<file path="config.mk">
export PLATFORM = sky130hd
export DESIGN_NAME = hmtq_queue
export DESIGN_NICKNAME = d
export VERILOG_FILES = /design/src/hdl/hmtq_pkg.sv /design/src/hdl/hmtq_queue.sv
export SDC_FILE = /design/constraint.sdc
export NUM_CORES = 1
export LEC_CHECK = 0
export BUFFER_PORTS_ARGS = -buffer_cell sky130_fd_sc_hd__buf_2
export CELL_PAD_IN_SITES_DETAIL_PLACEMENT = 0
export CELL_PAD_IN_SITES_GLOBAL_PLACEMENT = 1
export CORE_MARGIN = 4
export CORE_UTILIZATION = 47
export CTS_BUF_LIST = sky130_fd_sc_hd__clkbuf_4 sky130_fd_sc_hd__clkbuf_8
export CTS_CLUSTER_DIAMETER = 80
export DETAILED_ROUTE_END_ITERATION = 10
export GPL_ROUTABILITY_DRIVEN = 0
export PLACE_DENSITY = 0.79
export SYNTH_ARGS = -nofsm -noshare
export SYNTH_HDL_FRONTEND = slang
export SYNTH_SLANG_ARGS = --single-unit
</file>
<file path="constraint.sdc">
create_clock -name clk -period 2.6 [get_ports clk]
set_input_delay 0.52 -clock clk [delete_from_list [all_inputs] [get_ports clk]]
set_output_delay 0.52 -clock clk [all_outputs]
set_load 0.02 [all_outputs]
</file>
<file path="src/hdl/hmtq_pkg.sv">
// Package with shared types and constants of the heightmap height query unit.
`timescale 1ns / 1ps
`default_nettype none
package hmtq_pkg;

	// Grid geometry and sample width.
	localparam int GRID_SIDE   = 128;
	localparam int HEIGHT_BITS = 8;
	localparam int ADDR_W      = $clog2(GRID_SIDE * GRID_SIDE);
	localparam int DIM_W       = $clog2(GRID_SIDE) + 1;
	localparam int IDX_W       = $clog2(GRID_SIDE);

	// Depths of the command queue and of the result buffer.
	localparam int QUEUE_DEPTH = 4;
	localparam int OUT_DEPTH   = 4;

	// Request types.
	localparam logic REQ_WRITE = 1'b0;
	localparam logic REQ_QUERY = 1'b1;

	// Configuration register indexes.
	localparam logic [2:0] REG_GRID_ROWS     = 3'd0;
	localparam logic [2:0] REG_ROW_LENGTH    = 3'd1;
	localparam logic [2:0] REG_SPACING_RECIP = 3'd2;
	localparam logic [2:0] REG_HEIGHT_SCALE  = 3'd3;
	localparam logic [2:0] REG_HEIGHT_OFFSET = 3'd4;

	// Corner fetch phases.
	localparam logic [1:0] PH_BL  = 2'd0;
	localparam logic [1:0] PH_TR  = 2'd1;
	localparam logic [1:0] PH_TRI = 2'd2;

	// Current configuration, with dimensions already clamped.
	typedef struct packed {
		logic [DIM_W-1:0] grid_rows;
		logic [DIM_W-1:0] row_length;
		logic [31:0]      spacing_recip;
		logic [23:0]      height_scale;
		logic [31:0]      height_offset;
	} cfg_t;

	// Classified command passed from the front to the back.
	typedef struct packed {
		logic                   is_wr;
		logic [ADDR_W-1:0]      addr;
		logic [HEIGHT_BITS-1:0] value;
		logic                   in_range;
		logic [IDX_W-1:0]       col;
		logic [IDX_W-1:0]       row;
		logic [15:0]            fx;
		logic [15:0]            fz;
		logic                   upper;
	} cmd_t;

	// One finished result.
	typedef struct packed {
		logic [31:0] height;
		logic        in_range;
	} res_t;

endpackage
`default_nettype wire

</file>
<file path="src/hdl/hmtq_queue.sv">
// Short command queue between the front and the back.
`timescale 1ns / 1ps
`default_nettype none
module hmtq_queue (
	input  wire logic          clk,
	input  wire logic          arst_n,
	input  wire logic          push,
	input  wire hmtq_pkg::cmd_t push_data,
	output logic               full,
	input  wire logic          pop,
	output hmtq_pkg::cmd_t     head,
	output logic               head_valid
);
	localparam int PW = $clog2(hmtq_pkg::QUEUE_DEPTH);

	hmtq_pkg::cmd_t  entry_q [hmtq_pkg::QUEUE_DEPTH];
	logic [PW-1:0]   wp_q;
	logic [PW-1:0]   rp_q;
	logic [PW:0]     cnt_q;

	assign full       = (cnt_q == (PW+1)'(hmtq_pkg::QUEUE_DEPTH));
	assign head_valid = (cnt_q != '0);
	assign head       = entry_q[rp_q];

	// Pointers and fill count.
	always_ff @(posedge clk or negedge arst_n) begin
		if (!arst_n) begin
			wp_q  <= '0;
			rp_q  <= '0;
			cnt_q <= '0;
		end else begin
			if (push) wp_q <= wp_q + 1'b1;
			if (pop) rp_q <= rp_q + 1'b1;
			if (push && !pop) cnt_q <= cnt_q + 1'b1;
			else if (pop && !push) cnt_q <= cnt_q - 1'b1;
		end
	end

	// Entry storage.
	always_ff @(posedge clk) begin
		if (push) entry_q[wp_q] <= push_data;
	end
endmodule
`default_nettype wire

</file>
==> flow_summary.ini <==
[clocking]
cts_root_buf = clkbuf_8
cts_made_buffers = 45
cts_num_sinks = 291
cts_buffer_depth = 3
htree_levels = 2
cts.clk_slew.worst_paths_ns = 0.06
cts_tree = yes
clk_latency_ns = 0.53

[timing]
finalMaxSlewViolations = 0
fin_crit_ns = 2.52
period_share_pct = 97.1
tightest_slew_ns = 0.551
fin_setup_tns_ns = 0
finalSetupViolCount = 0
max-slew-margin-rel_pct = 63.2
skew_ns = 0.0104
timing.fmax_ghz = 0.396
hold_viol_final = 0

[logic_synthesis]
netlist.area_leader.share_pct = 79.6
synth.distinct_cells = 19
synth-simple-area-share_pct = 0.467
synth_area_um2 = 10700
yosysWarnings = 0
synth_top_family_by_area = multiplexers
synthMuxAreaShare_pct = 15.1
synthAdderAreaFrac_pct = 0.771
synth_area_leaders = edfxtp_1, mux4_2, dfrtp_1
yosysSeqAreaShare_pct = 81.2
yosys.area.top_type = edfxtp_1
synth-seq-cells = 291
synth-xor-area-share_pct = 0.490
synthesis.nets = 486
synth_compound_area_share_pct = 0.0467
syn_inst = 405
avgSynthCellArea_um2 = 26.5

[pwr]
peakVddDrop_v = 0.000633
switching_share_pct = 31.2
pwr-share-clk_pct = 23.7
p_comb_share_pct = 33.1
p_seq_share_pct = 43.2
power.switching_w = 0.00463
cellInternalPower_w = 0.0102
p_per_area_nw_per_um2 = 1160
p_leak_nw = 4.47

[worst_setup_path]
crit_arrival_ns = 2.00
cp_max_fo = 4
cp-end-kind = output pin
crit_required_ns = 2.08
critPathLaunchType = flop
critPathKind = flop to output pin

[global_route]
grt_usage_pct = 15.8
grt_antenna_before_repair = 4
grt_max_degree = 52
grt_pass1_vias = 5556
grt_overflow = 0
grt_pass1_wl_um = 31300

[detailed_routing]
drt_pass1_iterations = 6
vias = 4919
drt_iter0_markers = 264
drc = 0
ant_nets = 0
viasPerCell = 5.32
routedWlPerCell_um = 21.3
wirelength_um = 19700

[floorplan]
initial_core_util_pct = 48.5
die_y_um = 159
die_w_um = 159
die-area_um2 = 25300
core_um2 = 22100
num_io_pins = 148
rows = 54

[run]
maxCapViolCount = 0

[layout]
fillCellCount = 1615
synthToLayoutAreaGrowth_pct = 19.8
finalNetCount = 691
fin_area_um2 = 12800
drive_gt1_share_pct = 49.4

[status]
status = finished clean

[placed_design]
placed_cell_area_um2 = 11900
io_buffers = 147
place_hpwl_um = 12300

[min_path]
min_path_type = input pin to flop
## layout by cell type, fill, tap and decap left out, drive strengths merged, types with 4 or more instances in the layout
cell type  Yosys  routed
clkbuf         0      61
dfrtp          7       7
and2           4       4
xor2           4       4
inv            4       4
mux4          71      71
buf           16     173
clkinv         0      19
ha             5       5
edfxtp       284     284
## cells in the mapped netlist
master and count:
and2_1 4, buf_12 7, buf_2 8, buf_6 1, dfrtp_1 7, edfxtp_1 284, fa_1 1, ha_1 5
inv_1 4, mux2_2 1, mux4_1 1, mux4_2 70, nand2_1 2, nor2_1 1, nor3b_1 1, o21ai_0 1
or3_1 1, xnor2_1 2, xor2_1 4
## worst max-delay path, cell delays in order (launching register included)
cell     delay (ns)
dfrtp_4        0.44
buf_2          0.17
buf_4          0.13
mux4_1         0.57
buf_2          0.18
## logic make-up (layout without fill, tap and decap cells)
kind of cell,count (synthesis),in the layout
AOI/OAI and AO/OA,1,1
xor gates and xnor gates,6,6
adders and majority gates,6,6
buffers and inverters,20,259
DFF,291,291
muxes,72,72
other,0,1
and+or+nand+nor,9,9
## routing by layer
layer | global-route usage [%] | vias up | routed length (um) | share of wire, %
li1 | - | 2157 | - | -
met1 | 20.1 | 2548 | 7840 | 40
met2 | 26.6 | 170 | 10100 | 51
met3 | 4.48 | 38 | 1340 | 6.8
met4 | 5.44 | 6 | 383 | 1.9
met5 | 0 | - | 29 | 0.15
## final cells by class
class	instances	area (um^2)	area share (%)
Multi-Input combinational cell	94	1810	14.1
Clock inverter	20	86.3	0.673
Clock buffer	61	771	6.01
Inverter	4	15.0	0.117
Tap cell	280	350	2.73
Timing Repair Buffer	174	1080	8.45
Sequential cell	291	8710	67.9
Antenna cell	1	2.50	0.0195
## timing repair
action | in CTS | in global routing
hold endpoints to repair | 7 | 0
hold buffers | 1 | 0
gates cloned | 0 | 0
setup endpoints to repair | 71 | 44
setup buffers | 6 | 4
gates resized for setup | 0 | 5
## state kept, by name, summed over array words and instances, names as in the netlist
register  cells
cnt_q         3
entry_q     284
rp_q          2
wp_q          2
## stage by stage
stage / setup slack [ns] / std cells / hold WS (ns) / utilization, % / power, W
global placement: 0.379 / 832 / 0.369 / 53.7 / 0.0112
global route: -0.00892 / 925 / 0.166 / 58.1 / 0.0157
finish: 0.0751 / 925 / 0.207 / 58.1 / 0.0148
floorplan: 0.660 / 405 / 0.224 / - / 0.00985
detailed placement: 0.374 / 832 / 0.379 / 53.7 / 0.0114
CTS: -0.00196 / 920 / 0.163 / 57.8 / 0.0150
## final timing paths
check | startpoint | to | slack [ns] | cells past startpoint
hold / removal | push_data[65] | entry_q[0][65] | 0.21 | 1
hold reg to reg | cnt_q[2] | cnt_q[2] | 0.51 | 1
min in group asynchronous | arst_n | wp_q[1] | 0.38 | 2
setup reg to reg | wp_q[0] | entry_q[2][6] | 0.82 | 4
setup / recovery | rp_q[0] | head[66] | 0.08 | 4
max in group asynchronous | arst_n | rp_q[0] | 2.03 | 2
## power groups by stage
stage,Clock (W),Sequential (W),Combinational [W]
2_1_floorplan,0,0.00638,0.00347
3_3_place_gp,0,0.00657,0.00466
3_5_place_dp,0,0.00664,0.00472
4_1_cts,0.00364,0.00646,0.00492
5_1_grt,0.00391,0.00648,0.00526
6_report,0.00352,0.00641,0.00490
Power figures use the tool's default switching activity.
